==> src/sv/ppm_pkg.sv <==
package ppm_pkg;

  localparam int unsigned MAX_CHANNELS_DEF = 8;
  localparam int unsigned CH_FIELD_W       = 3;
  localparam int unsigned NUM_CH_CODES     = 1 << CH_FIELD_W;
  localparam int unsigned LEVEL_W          = 16;
  localparam int unsigned COEF_W           = 16;
  localparam int unsigned CFG_IDX_W        = 1;

  localparam logic [LEVEL_W-1:0] FULL_SCALE  = 16'h8000;
  localparam logic [COEF_W-1:0]  ATTACK_RST  = 16'd300;
  localparam logic [COEF_W-1:0]  RELEASE_RST = 16'd2;

  localparam int unsigned WQ_DEPTH = 2;
  localparam int unsigned RQ_DEPTH = 2;

  typedef enum logic [CFG_IDX_W-1:0] {
    REG_ATTACK  = 1'b0,
    REG_RELEASE = 1'b1
  } cfg_reg_e;

  typedef struct packed {
    logic signed [15:0] sample;
    logic [2:0]         channel;
    logic               last_of_block;
  } ppm_in_t;

  typedef struct packed {
    logic [2:0]  peak_channel;
    logic [15:0] peak_level;
  } ppm_out_t;

  typedef struct packed {
    logic [LEVEL_W-1:0]    mag;
    logic [CH_FIELD_W-1:0] channel;
    logic                  last;
  } work_t;

  typedef struct packed {
    logic  valid;
    work_t item;
  } wq_out_t;

endpackage

==> src/sv/ppm_front.sv <==
module ppm_front #(
  parameter int unsigned MaxChannels = ppm_pkg::MAX_CHANNELS_DEF
) (
  input  logic             clk_i,
  input  logic             rst_ni,
  input  logic             push_i,
  output logic             full_o,
  input  ppm_pkg::ppm_in_t in_i,
  output ppm_pkg::wq_out_t wq_o,
  input  logic             wq_pop_i
);
  import ppm_pkg::*;

  localparam int unsigned WqAw = (WQ_DEPTH > 1) ? $clog2(WQ_DEPTH) : 1;

  logic [WqAw:0]   cnt_q, cnt_d;
  logic [WqAw-1:0] wr_q, wr_d, rd_q, rd_d;
  work_t           mem_q [WQ_DEPTH];

  logic  accept, keep, take;
  work_t item;

  function automatic logic [LEVEL_W-1:0] magnitude(input logic signed [15:0] s);
    logic [16:0] ext;
    logic [16:0] neg;
    ext = {s[15], s};
    neg = 17'd0 - ext;
    return s[15] ? neg[LEVEL_W-1:0] : s;
  endfunction

  assign full_o = (cnt_q == (WqAw + 1)'(WQ_DEPTH));
  assign accept = push_i & ~full_o;
  // drop beats for channels that have no state
  assign keep   = accept & ({29'd0, in_i.channel} < 32'(MaxChannels));
  assign take   = wq_pop_i & (cnt_q != '0);

  always_comb begin
    item.mag     = magnitude(in_i.sample);
    item.channel = in_i.channel;
    item.last    = in_i.last_of_block;
  end

  always_comb begin
    cnt_d = cnt_q;
    wr_d  = wr_q;
    rd_d  = rd_q;
    if (keep) begin
      wr_d = (wr_q == WqAw'(WQ_DEPTH - 1)) ? '0 : wr_q + 1'b1;
    end
    if (take) begin
      rd_d = (rd_q == WqAw'(WQ_DEPTH - 1)) ? '0 : rd_q + 1'b1;
    end
    if (keep && !take) begin
      cnt_d = cnt_q + 1'b1;
    end else if (take && !keep) begin
      cnt_d = cnt_q - 1'b1;
    end
  end

  always_ff @(posedge clk_i or negedge rst_ni) begin
    if (!rst_ni) begin
      cnt_q <= '0;
      wr_q  <= '0;
      rd_q  <= '0;
    end else begin
      cnt_q <= cnt_d;
      wr_q  <= wr_d;
      rd_q  <= rd_d;
    end
  end

  always_ff @(posedge clk_i) begin
    if (keep) begin
      mem_q[wr_q] <= item;
    end
  end

  assign wq_o.valid = (cnt_q != '0);
  assign wq_o.item  = mem_q[rd_q];

endmodule

==> config.mk <==
export PLATFORM = sky130hd
export DESIGN_NAME = ppm_front
export DESIGN_NICKNAME = d
export VERILOG_FILES = /design/src/sv/ppm_pkg.sv /design/src/sv/ppm_front.sv
export SDC_FILE = /design/constraint.sdc
export NUM_CORES = 1
export LEC_CHECK = 0
export BUFFER_PORTS_ARGS = -buffer_cell sky130_fd_sc_hd__buf_2
export CORE_UTILIZATION = 55
export DETAILED_ROUTE_END_ITERATION = 10
export PLACE_DENSITY = 0.81
export REMOVE_ABC_BUFFERS = 1
export SYNTH_ARGS = -nofsm -noshare
export SYNTH_HDL_FRONTEND = slang
export SYNTH_SLANG_ARGS = --single-unit
==> constraint.sdc <==
create_clock -name clk_i -period 5.4 [get_ports clk_i]
set_input_delay 0.54 -clock clk_i [delete_from_list [all_inputs] [get_ports clk_i]]
set_output_delay 0.54 -clock clk_i [all_outputs]
set_load 0.01 [all_outputs]
==> insert_results.sql, run 1 <==
INSERT INTO impl_metrics (metric_group, metric, value, unit) VALUES
('outcome', 'outcome', 'finished clean', ''),
('critical_path', 'crit_required', '4.86', 'ns'),
('placed_design', 'final_weighted_congestion_in_routability_driven_placement', '0.7465', ''),
('synth', 'synth-warning-count', '0', ''),
('critical_path', 'startpoint_type', 'register', ''),
('placed_design', 'dp_hpwl', '2291', 'um'),
('timing', 'fin_crit', '2.428', 'ns'),
('timing', 'slew_violations', '0', ''),
('cells_and_area', 'syn2layout_area_growth', '16.11', '%'),
('critical_path', 'worst_r2r_path_depth', '3', ''),
('timing', 'timing.final.crit_share', '44.96', '%'),
('critical_path', 'critPathLaunch', 'rd_q$_DFFE_PN0P_', ''),
('synth', 'proportion_of_synthesized_chip_area_in_sequential_cells', '64.68', '%'),
('timing', 'final-setup-viol-count', '0', ''),
('timing', 'maxSlewHeadroom', '30.22', '%'),
('global_routing', 'grt_antenna_before_repair', '0', ''),
('synth', 'post-synth-top-area-cell', 'sky130_fd_sc_hd__edfxtp_1', ''),
('power_and_ir_drop', 'ir_worst_vdd', '285.0', 'uV'),
('critical_path', 'r2r_end', 'mem_q[0][8]$_DFFE_PP_', ''),
('min_path', 'hold_depth', '1', ''),
('cts', 'clock-sinks', '44', ''),
('global_routing', 'grt_first_pass_wirelength', '5264', 'um'),
('floorplanning', 'ioPinCount', '46', ''),
('global_routing', 'grt-ovfl-total', '0', ''),
('cts', 'count_of_h_tree_levels_built_during_cts', '2', ''),
('routing', 'first_pass_iters', '4', ''),
('cts', 'cts.clk_slew.worst_paths', '0.12', 'ns'),
('timing', 'hold_violations', '0', ''),
('routing', 'wl_per_cell', '14.67', 'um'),
('floorplanning', 'dieWidth', '62.48', 'um'),
('cts', 'cts_root_buf', 'sky130_fd_sc_hd__clkbuf_4', ''),
('critical_path', 'critical_path_class', 'reg -> out', ''),
('timing', 'tns', '0', 'ns'),
('cells_and_area', 'layout_commonest_cell', 'sky130_fd_sc_hd__buf_2', ''),
('global_routing', 'grt_max_degree', '22', ''),
('routing', 'finalWirelength', '3301', 'um'),
('power_and_ir_drop', 'total_leakage_power', '0.8741', 'nW'),
('cells_and_area', 'number_of_inserted_diodes', '0', ''),
('global_routing', 'first_global_vias', '1185', ''),
('routing', 'antenna_left', '0', ''),
('placed_design', 'placed_cells', '216', ''),
('cts', 'tritoncts', 'done', ''),
('critical_path', 'crit-reg2reg-launch', 'cnt_q[0]$_DFFE_PN0P_', ''),
('critical_path', 'rrSetupSlack', '3.55', 'ns'),
('floorplanning', 'floorplan.die.height', '62.48', 'um'),
('synth', 'netlist_top_cells_area', 'sky130_fd_sc_hd__edfxtp_1 (60%), sky130_fd_sc_hd__mux2_2 (11%), sky130_fd_sc_hd__xnor2_1 (6.5%)', ''),
('synth', 'yosys_register_bits', '44', ''),
('floorplanning', 'num_rows', '21', ''),
('synth', 'syn_area', '2012', 'um^2'),
('cells_and_area', 'drive_gt1_share', '45.81', '%'),
('timing', 'timing_worst_slew_pin_value', '1.046', 'ns'),
('cells_and_area', 'layout_common_cells', 'sky130_fd_sc_hd__buf_2 (45), sky130_fd_sc_hd__edfxtp_1 (40), sky130_fd_sc_hd__mux2_2 (20)', ''),
('cells_and_area', 'finalNetCount', '204', ''),
('placed_design', 'io_buffer_count', '45', ''),
('cts', 'clock_path_buffers', '2', ''),
('cts', 'numCtsBuffers', '5', ''),
('critical_path', 'worst-path-max-fanout', '21', ''),
('routing', 'drt_via_density', '5.342', ''),
('global_routing', 'global_route.usage.total', '18.24', '%'),
('cts', 'clock_insertion_delay_worst_skew', '0.35', 'ns'),
('min_path', 'hold_start', 'in_i[0]', ''),
('timing', 'finalClockSkew', '0.005597', 'ns'),
('floorplanning', 'initial_util', '58.90', '%'),
('cells_and_area', 'final_cells', '225', ''),
('synth', 'synth.lib_cells_used.distinct', '24', ''),
('cts', 'cts.repair_timing.setup_buffer_count', '0', ''),
('critical_path', 'critical_path.endpoint_type', 'primary output', ''),
('power_and_ir_drop', 'pwr_density_cell', '434.3', 'nW/um^2'),
('min_path', 'worst_hold_path_type', 'in -> reg', ''),
('floorplanning', 'design.die.area', '3904', 'um^2'),
('routing', 'route.vias.total', '1202', ''),
('synth', 'synth.top_cell.area_share', '59.70', '%'),
('synth', 'post_synth.cell_area_avg', '15.60', 'um^2'),
('min_path', 'holdPathEnd', 'mem_q[0][0]$_DFFE_PP_', ''),
('synth', 'synth_cells', '129', ''),
('routing', 'detail_route.iter0.violations', '50', ''),
('routing', 'drc', '0', ''),
('floorplanning', 'core-area', '3416', 'um^2'),
('timing', 'rsz0062_at_grt', 'no', ''),
('timing', 'clock.fmax', '0.4119', 'GHz'),
('run', 'cap_violations', '0', ''),
('critical_path', 'worst-endpoint-arrival', '1.89', 'ns');
cell usage after synthesis (all sizes together):
library cell	n
and3	1
o21ai	4
xnor2	15
o211ai	1
mux2	20
o41ai	4
or3	2
xor2	2
ha	2
nor4	1
or4	5
inv	5
or2	3
o31ai	4
nand2	4
clkbuf	2
dfrtp	4
buf	2
nand3b	1
edfxtp	40
nand2b	4
nor2	3
metrics by stage:
| stage | utilization (%) | worst slack (ns) | hold slack [ns] | area, um^2 | total power, mW |
|---|---|---|---|---|---|
| global route | 68.39 | 2.880 | 0.3487 | 2336 | 1.071 |
| floorplan | - | 3.516 | 0.2444 | 1989 | 0.7467 |
| finish | 68.39 | 2.972 | 0.3692 | 2336 | 1.014 |
| detailed placement | 66.59 | 3.289 | 0.3479 | 2275 | 0.8790 |
| global placement | 66.59 | 3.370 | 0.3434 | 2275 | 0.8652 |
| CTS | 68.39 | 2.940 | 0.3533 | 2336 | 1.027 |
cell type report:
| type | instances | area [um^2] |
|---|---|---|
| multi-input combinational | 76 | 671.9 |
| clock inverter | 3 | 13.76 |
| tap | 46 | 57.56 |
| fill | 263 | 1080 |
| clock buffer | 5 | 37.54 |
| inverter | 5 | 18.77 |
| timing repair buffer | 46 | 235.2 |
| sequential | 44 | 1301 |
worst max-delay path, cell delays in order, from the launching register on:
cell	delay, ns
sky130_fd_sc_hd__dfrtp_1	0.98
sky130_fd_sc_hd__mux2_2	0.42
sky130_fd_sc_hd__buf_2	0.14
cells by family after synthesis:
kind of cell | after synthesis | share of synthesized area [%]
multiplexers | 20 | 11.19
adder cells (fa/ha/maj) | 2 | 1.244
flip-flops | 44 | 64.68
buffers and inverters | 9 | 2.052
AO/OA/AOI/OAI | 13 | 6.095
AND/OR/NAND/NOR | 24 | 7.338
XOR/XNOR | 17 | 7.401
metal layers:
layer  global-route usage (%)  routed length, um
met2                    31.11               1714
met3                    4.562                153
met1                    21.12               1361
met5                        0                  0
met4                    9.593                 72
what timing repair did:
item,CTS,global route
resized for setup,0,0
hold buffers,1,0
endpoints found under the hold margin,4,0
power breakdown:
part | leakage (nW) | internal, mW | total [mW] | switching (mW)
combinational | 0.422 | 0.169 | 0.334 | 0.165
sequential | 0.419 | 0.475 | 0.533 | 0.0575
clock | 0.0324 | 0.0479 | 0.148 | 0.0998
state kept, by name (all words and copies together) (netlist names):
signal / count
cnt_q: 2
wr_q: 1
rd_q: 1
mem_q: 40
how the worst max path moves through the flow:
stage,endpoint,slack (ns),cells past startpoint
5_1_grt,wq_o[18],2.88,2
3_5_place_dp,mem_q[0][16]$_DFFE_PP_,3.29,4
6_report,wq_o[18],2.97,2
2_1_floorplan,mem_q[0][0]$_DFFE_PP_,3.52,2
4_1_cts,wq_o[19],2.94,2
3_3_place_gp,mem_q[0][18]$_DFFE_PP_,3.37,4
No activity file was read; power rests on OpenSTA's default activity.
==> run 2, diff against run 1 <==
Settings changed: CORE_UTILIZATION 55 to 48, PLACE_DENSITY 0.81 to 0.75.
Clock period 5.4 ns to 2.18 ns, I/O delays scaled along.
==> insert_results.sql, run 2 (synthesized netlist as in run 1, its figures left out) <==
INSERT INTO impl_metrics (metric_group, metric, value, unit) VALUES
('outcome', 'outcome', 'finished clean', ''),
('cts', 'count_of_h_tree_levels_built_during_cts', '2', ''),
('timing', 'hold_violations', '0', ''),
('critical_path', 'rrSetupSlack', '0.59', 'ns'),
('critical_path', 'startpoint_type', 'register', ''),
('critical_path', 'worst-endpoint-arrival', '1.80', 'ns'),
('timing', 'fin_crit', '1.594', 'ns'),
('cells_and_area', 'largest_reg_flops', '40', ''),
('critical_path', 'critPathLaunch', 'cnt_q[0]$_DFFE_PN0P_', ''),
('timing', 'final-setup-viol-count', '0', ''),
('timing', 'maxSlewHeadroom', '81.08', '%'),
('routing', 'finalWirelength', '3313', 'um'),
('floorplanning', 'design.die.area', '4454', 'um^2'),
('routing', 'detail_route.iter0.violations', '44', ''),
('cells_and_area', 'drive_gt1_share', '46.99', '%'),
('timing', 'clock.fmax', '0.6272', 'GHz'),
('cells_and_area', 'regMostFlops', 'mem_q', ''),
('power_and_ir_drop', 'finalPower', '2.667', 'mW'),
('cells_and_area', 'largestRegisters', 'mem_q (40), cnt_q (2)', ''),
('global_routing', 'grt_first_pass_wirelength', '5126', 'um'),
('routing', 'drc', '0', ''),
('critical_path', 'worst_r2r_path_depth', '7', ''),
('critical_path', 'crit_path_end', 'cnt_q[1]$_DFFE_PN0P_', ''),
('timing', 'timing_worst_slew_pin_value', '0.2808', 'ns'),
('placed_design', 'final_weighted_congestion_in_routability_driven_placement', '0.7511', ''),
('power_and_ir_drop', 'ir_worst_vdd', '506.8', 'uV'),
('floorplanning', 'dieWidth', '66.74', 'um'),
('cts', 'numCtsBuffers', '5', ''),
('routing', 'wl_per_cell', '14.22', 'um'),
('cells_and_area', 'number_of_inserted_diodes', '0', ''),
('timing', 'rsz0062_at_grt', 'no', ''),
('floorplanning', 'initial_util', '50.30', '%'),
('floorplanning', 'core-area', '4000', 'um^2'),
('cts', 'clock_path_buffers', '2', ''),
('cells_and_area', 'layout_commonest_cell', 'sky130_fd_sc_hd__buf_2', ''),
('critical_path', 'crit-reg2reg-launch', 'cnt_q[0]$_DFFE_PN0P_', ''),
('cells_and_area', 'layout_common_cells', 'sky130_fd_sc_hd__buf_2 (45), sky130_fd_sc_hd__edfxtp_1 (40), sky130_fd_sc_hd__mux2_2 (20)', ''),
('cts', 'clock-sinks', '44', ''),
('cells_and_area', 'finalNetCount', '208', ''),
('cts', 'hold_fix_buffers_cts', '1', ''),
('global_routing', 'first_global_vias', '1207', ''),
('global_routing', 'grt_max_degree', '21', ''),
('cells_and_area', 'finalInstanceArea', '2402', 'um^2'),
('timing', 'timing.final.crit_share', '73.13', '%'),
('critical_path', 'r2r_end', 'cnt_q[1]$_DFFE_PN0P_', ''),
('cts', 'cts_root_buf', 'sky130_fd_sc_hd__clkbuf_8', ''),
('run', 'cap_violations', '0', ''),
('floorplanning', 'num_rows', '23', ''),
('global_routing', 'top_usage_layer', 'met2', ''),
('cells_and_area', 'final.fill_count', '314', ''),
('floorplanning', 'ioPinCount', '46', ''),
('power_and_ir_drop', 'total_leakage_power', '0.9071', 'nW'),
('critical_path', 'critical_path.endpoint_type', 'register', ''),
('global_routing', 'grt_antenna_before_repair', '0', ''),
('critical_path', 'critical_path_class', 'reg -> reg', ''),
('timing', 'finalClockSkew', '0.002401', 'ns'),
('global_routing', 'grt.met1_usage', '17.45', '%'),
('cts', 'cts.clk_slew.worst_paths', '0.08', 'ns'),
('timing', 'slew_violations', '0', ''),
('routing', 'antenna_left', '0', ''),
('placed_design', 'dp_hpwl', '2431', 'um'),
('global_routing', 'groute.layer.met2.usage', '29.80', '%'),
('placed_design', 'post_dp_cell_area', '2310', 'um^2'),
('global_routing', 'global_route.usage.total', '16.08', '%'),
('cts', 'clock_insertion_delay_worst_skew', '0.28', 'ns'),
('cts', 'cts-resized-gates', '0', ''),
('routing', 'drt_via_density', '5.180', ''),
('timing', 'tns', '0', 'ns'),
('min_path', 'worst_hold_path_type', 'in -> reg', ''),
('cells_and_area', 'syn2layout_area_growth', '19.40', '%'),
('power_and_ir_drop', 'pwr_density_cell', '1110', 'nW/um^2'),
('floorplanning', 'floorplan.die.height', '66.74', 'um'),
('critical_path', 'crit_required', '2.38', 'ns'),
('cts', 'cts.repair_timing.setup_buffer_count', '0', ''),
('routing', 'first_pass_iters', '4', ''),
('cts', 'tritoncts', 'done', ''),
('critical_path', 'worst-path-max-fanout', '4', ''),
('routing', 'route.vias.total', '1207', ''),
('global_routing', 'grt-ovfl-total', '0', ''),
('placed_design', 'io_buffer_count', '45', ''),
('global_routing', 'met3_usage', '4.110', '%');
run 2: routing by layer:
layer,wire length (um),up-vias
met4,34,0
met2,1807,30
met5,0,-
met1,1323,580
li1,-,592
met3,149,5
run 2: power breakdown:
part / total, mW / internal (mW) / switching [mW]
registers: 1.25 / 1.18 / 0.0692
logic: 0.953 / 0.456 / 0.497
clock network: 0.468 / 0.217 / 0.251
run 2: how the worst min path moves through the flow:
stage	cells past startpoint	startpoint	endpoint	slack (ns)
6_report	1	in_i[1]	mem_q[0][1]$_DFFE_PP_	0.12
3_3_place_gp	1	rst_ni	cnt_q[1]$_DFFE_PN0P_	0.02
4_1_cts	1	in_i[1]	mem_q[0][1]$_DFFE_PP_	0.12
5_1_grt	1	in_i[2]	mem_q[1][2]$_DFFE_PP_	0.11
3_5_place_dp	1	rst_ni	cnt_q[0]$_DFFE_PN0P_	0.03
2_1_floorplan	0	rst_ni	cnt_q[0]$_DFFE_PN0P_	-0.08
run 2: final cells by class:
class / count / area, um^2 / area share [%]
Tap cell: 50 / 62.56 / 2.604
Clock buffer: 5 / 68.82 / 2.865
Timing Repair Buffer: 50 / 265.3 / 11.04
Clock inverter: 3 / 13.76 / 0.5729
Sequential cell: 44 / 1301 / 54.17
Multi-Input combinational cell: 76 / 671.9 / 27.97
Inverter: 5 / 18.77 / 0.7813
run 2: through the flow:
stage	worst slack (ns)	utilization [%]	hold WS, ns	cells
after floorplan	0.3017	-	-0.07759	125
after global placement	0.4710	57.74	0.02371	224
after detailed placement	0.4415	57.74	0.02646	224
after CTS	0.6020	60.06	0.1161	233
after global routing	0.5191	60.06	0.1115	233
final	0.5857	60.06	0.1213	233
run 2: critical path, stage by stage, from the launching register on:
cell	delay, ns
sky130_fd_sc_hd__dfrtp_1	0.43
sky130_fd_sc_hd__nand2b_1	0.20
sky130_fd_sc_hd__nand2_1	0.16
sky130_fd_sc_hd__inv_1	0.07
sky130_fd_sc_hd__ha_1	0.21
sky130_fd_sc_hd__xor2_1	0.14
sky130_fd_sc_hd__nor2_1	0.13
sky130_fd_sc_hd__xor2_1	0.17
==> run 3, diff against run 2 <==
Settings changed: ABC_AREA set to 1.
Clock period 2.18 ns to 1.4 ns, I/O delays scaled along.
==> insert_results.sql, run 3 <==
INSERT INTO impl_metrics (metric_group, metric, value, unit) VALUES
('cells_and_area', 'largestRegisters', 'mem_q (40), cnt_q (2)', ''),
('min_path', 'hold_depth', '1', ''),
('critical_path', 'worst-endpoint-arrival', '1.53', 'ns'),
('global_routing', 'global_route.usage.total', '18.95', '%'),
('synth', 'post_synth.cell_area_avg', '9.490', 'um^2'),
('min_path', 'worst_hold_path_type', 'in -> reg', ''),
('global_routing', 'first_global_vias', '1433', ''),
('timing', 'final-setup-viol-count', '0', ''),
('cts', 'tritoncts', 'done', ''),
('power_and_ir_drop', 'pwr_density_cell', '1825', 'nW/um^2'),
('routing', 'drc', '0', ''),
('floorplanning', 'num_rows', '23', ''),
('synth', 'synth.top_cell.area_share', '57.80', '%'),
('outcome', 'outcome', 'finished clean', ''),
('timing', 'maxSlewHeadroom', '74.22', '%'),
('floorplanning', 'ioPinCount', '46', ''),
('synth', 'synth.lib_cells_used.distinct', '19', ''),
('routing', 'first_pass_iters', '4', ''),
('routing', 'detail_route.iter0.violations', '53', ''),
('synth', 'synth_most_common_cell', 'sky130_fd_sc_hd__nand2_1', ''),
('cts', 'clock_insertion_delay_worst_skew', '0.29', 'ns'),
('critical_path', 'worst_r2r_path_depth', '6', ''),
('floorplanning', 'design.die.area', '4597', 'um^2'),
('cts', 'numCtsBuffers', '5', ''),
('synth', 'ys_top_cells_by_count', 'sky130_fd_sc_hd__nand2_1 (98), sky130_fd_sc_hd__edfxtp_1 (40), sky130_fd_sc_hd__inv_1 (18)', ''),
('cells_and_area', 'largest_reg_flops', '40', ''),
('routing', 'drt_via_density', '4.934', ''),
('synth', 'synth_edf_count', '40', ''),
('placed_design', 'io_buffer_count', '45', ''),
('synth', 'proportion_of_synthesized_chip_area_in_sequential_cells', '62.61', '%'),
('cts', 'cts.clk_slew.worst_paths', '0.08', 'ns'),
('synth', 'post-synth-top-area-cell', 'sky130_fd_sc_hd__edfxtp_1', ''),
('timing', 'tns', '0', 'ns'),
('synth', 'synth-warning-count', '0', ''),
('global_routing', 'grt_max_degree', '21', ''),
('placed_design', 'placed_cells', '318', ''),
('min_path', 'holdPathEnd', 'mem_q[0][2]$_DFFE_PP_', ''),
('cells_and_area', 'syn2layout_area_growth', '28.36', '%'),
('timing', 'timing_worst_slew_pin_value', '0.3827', 'ns'),
('power_and_ir_drop', 'total_leakage_power', '1.233', 'nW'),
('cells_and_area', 'layout_common_cells', 'sky130_fd_sc_hd__nand2_1 (90), sky130_fd_sc_hd__buf_2 (43), sky130_fd_sc_hd__edfxtp_1 (40)', ''),
('floorplanning', 'initial_util', '50.86', '%'),
('power_and_ir_drop', 'finalPower', '4.869', 'mW'),
('cells_and_area', 'number_of_inserted_diodes', '0', ''),
('cells_and_area', 'area_of_all_sequential_standard_cells', '1303', 'um^2'),
('synth', 'netlist_top_cells_area', 'sky130_fd_sc_hd__edfxtp_1 (58%), sky130_fd_sc_hd__nand2_1 (18%), sky130_fd_sc_hd__dfrtp_1 (4.8%)', ''),
('critical_path', 'crit_required', '1.58', 'ns'),
('floorplanning', 'floorplan.die.height', '67.80', 'um'),
('critical_path', 'startpoint_type', 'register', ''),
('global_routing', 'grt-ovfl-total', '0', ''),
('placed_design', 'dp_hpwl', '2597', 'um'),
('synth', 'yosys_register_bits', '44', ''),
('synth', 'syn_area', '2078', 'um^2'),
('global_routing', 'grt_antenna_before_repair', '0', ''),
('routing', 'wl_per_cell', '11.99', 'um'),
('min_path', 'hold_start', 'in_i[2]', ''),
('cells_and_area', 'multi_input_area', '740.7', 'um^2'),
('cells_and_area', 'drive_gt1_share', '31.91', '%'),
('cts', 'clock-sinks', '44', ''),
('critical_path', 'crit-reg2reg-launch', 'cnt_q[0]$_DFFE_PN0P_', ''),
('routing', 'finalWirelength', '3982', 'um'),
('routing', 'route.vias.total', '1638', ''),
('timing', 'hold_violations', '0', ''),
('cts', 'cts_root_buf', 'sky130_fd_sc_hd__clkbuf_8', ''),
('cells_and_area', 'final.fill_count', '332', ''),
('cts', 'count_of_h_tree_levels_built_during_cts', '2', ''),
('power_and_ir_drop', 'ir_worst_vdd', '855.4', 'uV'),
('run', 'cap_violations', '0', ''),
('critical_path', 'r2r_end', 'cnt_q[1]$_DFFE_PN0P_', ''),
('cells_and_area', 'finalNetCount', '307', ''),
('critical_path', 'critical_path.endpoint_type', 'register', ''),
('cts', 'clock_path_buffers', '2', ''),
('timing', 'fin_crit', '1.353', 'ns'),
('cells_and_area', 'final_cells', '332', ''),
('synth', 'synth_cells', '219', ''),
('critical_path', 'critical_path_class', 'reg -> reg', ''),
('timing', 'slew_violations', '0', ''),
('critical_path', 'rrSetupSlack', '0.05', 'ns'),
('synth', 'synth-async-reset-ratio', '9.091', '%'),
('global_routing', 'grt_first_pass_wirelength', '6189', 'um'),
('critical_path', 'worst-path-max-fanout', '4', ''),
('placed_design', 'final_weighted_congestion_in_routability_driven_placement', '0.8318', ''),
('cells_and_area', 'regMostFlops', 'mem_q', ''),
('cells_and_area', 'layout.core_utilization', '65.28', '%'),
('timing', 'finalClockSkew', '0.008317', 'ns'),
('timing', 'clock.fmax', '0.7392', 'GHz'),
('floorplanning', 'dieWidth', '67.80', 'um'),
('cells_and_area', 'layout_commonest_cell', 'sky130_fd_sc_hd__nand2_1', ''),
('routing', 'antenna_left', '0', ''),
('timing', 'timing.final.crit_share', '96.63', '%'),
('synth', 'ys_dominant_reg_cell', 'sky130_fd_sc_hd__edfxtp_1', ''),
('floorplanning', 'core-area', '4086', 'um^2'),
('timing', 'rsz0062_at_grt', 'yes', '');
==> run 3: cell count changes in the layout (fill, tap and decap cells not counted), moves of 6 or more <==
cell | before | now
sky130_fd_sc_hd__buf_4 | 4 | 10
sky130_fd_sc_hd__mux2_2 | 20 | 0
sky130_fd_sc_hd__nor2_1 | 2 | 15
sky130_fd_sc_hd__nand2_2 | 0 | 10
sky130_fd_sc_hd__xnor2_1 | 15 | 5
sky130_fd_sc_hd__nand2_1 | 4 | 90
sky130_fd_sc_hd__inv_1 | 5 | 14
sky130_fd_sc_hd__nand3_1 | 0 | 10
==> run 3: worst max-delay path: stages (launching register included) <==
cell and delay (ns):
sky130_fd_sc_hd__dfrtp_2 0.44, sky130_fd_sc_hd__o21ai_2 0.16, sky130_fd_sc_hd__inv_2 0.08, sky130_fd_sc_hd__ha_4 0.24
sky130_fd_sc_hd__a21oi_4 0.11, sky130_fd_sc_hd__o21ai_2 0.07, sky130_fd_sc_hd__xor2_1 0.14
==> run 3: what timing repair did <==
action,in CTS,in global routing
hold buffers,1,0
endpoints found under the setup margin,1,35
setup buffers,2,2
cloned,0,1
hold endpoints to repair,4,0
gates resized for setup,6,19
pin swaps,2,3
==> run 3: layout make-up <==
type	count	area share (%)
Clock buffer	7	2.861
Inverter	18	2.533
Timing Repair Buffer	61	15.53
Tap cell	50	2.345
Multi-Input combinational cell	151	27.77
Clock inverter	1	0.1407
Sequential cell	44	48.83
==> run 3: worst max-delay path by stage <==
stage / slack, ns / end / startpoint / depth (start not counted)
2_1_floorplan: -0.44 / mem_q[1][0]$_DFFE_PP_ / cnt_q[1]$_DFFE_PN0P_ / 3
6_report: 0.05 / cnt_q[1]$_DFFE_PN0P_ / cnt_q[0]$_DFFE_PN0P_ / 6
5_1_grt: -0.02 / wq_o[10] / rd_q$_DFFE_PN0P_ / 5
3_3_place_gp: -0.006 / cnt_q[1]$_DFFE_PN0P_ / cnt_q[0]$_DFFE_PN0P_ / 6
4_1_cts: 0.01 / wq_o[9] / rd_q$_DFFE_PN0P_ / 5
3_5_place_dp: -0.1 / cnt_q[1]$_DFFE_PN0P_ / cnt_q[0]$_DFFE_PN0P_ / 6
==> run 3: cells by family (layout without fill, tap and decap cells) <==
family,after synthesis,after routing,share of synthesized area (%)
adder cells (fa/ha/maj),2,2,1.204
AND/OR/NAND/NOR,133,133,25.65
flip-flops,44,44,62.61
XOR/XNOR,8,8,3.372
buffers and inverters,24,87,4.695
AO/OA/AOI/OAI,8,8,2.468
==> run 3: layer usage <==
layer / routed length, um / part of all wire (%) / vias to the layer above / GRT usage (%)
li1: - / - / 826 / -
met1: 1597 / 40 / 751 / 24.15
met2: 2023 / 51 / 53 / 28.84
met3: 262 / 6.6 / 8 / 4.730
met4: 99 / 2.5 / 0 / 11.72
met5: 0 / 0 / - / 0
==> run 3: power by group <==
part           switching (mW)  internal [mW]
clock                   0.386          0.347
combinational            1.21          0.983
sequential              0.113           1.83
==> run 3: per-stage QoR <==
stage	cell area [um^2]	hold slack (ns)	setup slack [ns]
detailed placement	2441	-0.04929	-0.09741
finish	2668	0.03469	0.04712
global route	2668	0.02407	-0.01960
CTS	2567	0.02839	0.01413
floorplan	2048	-0.1556	-0.4361
global placement	2441	-0.04898	-0.005868
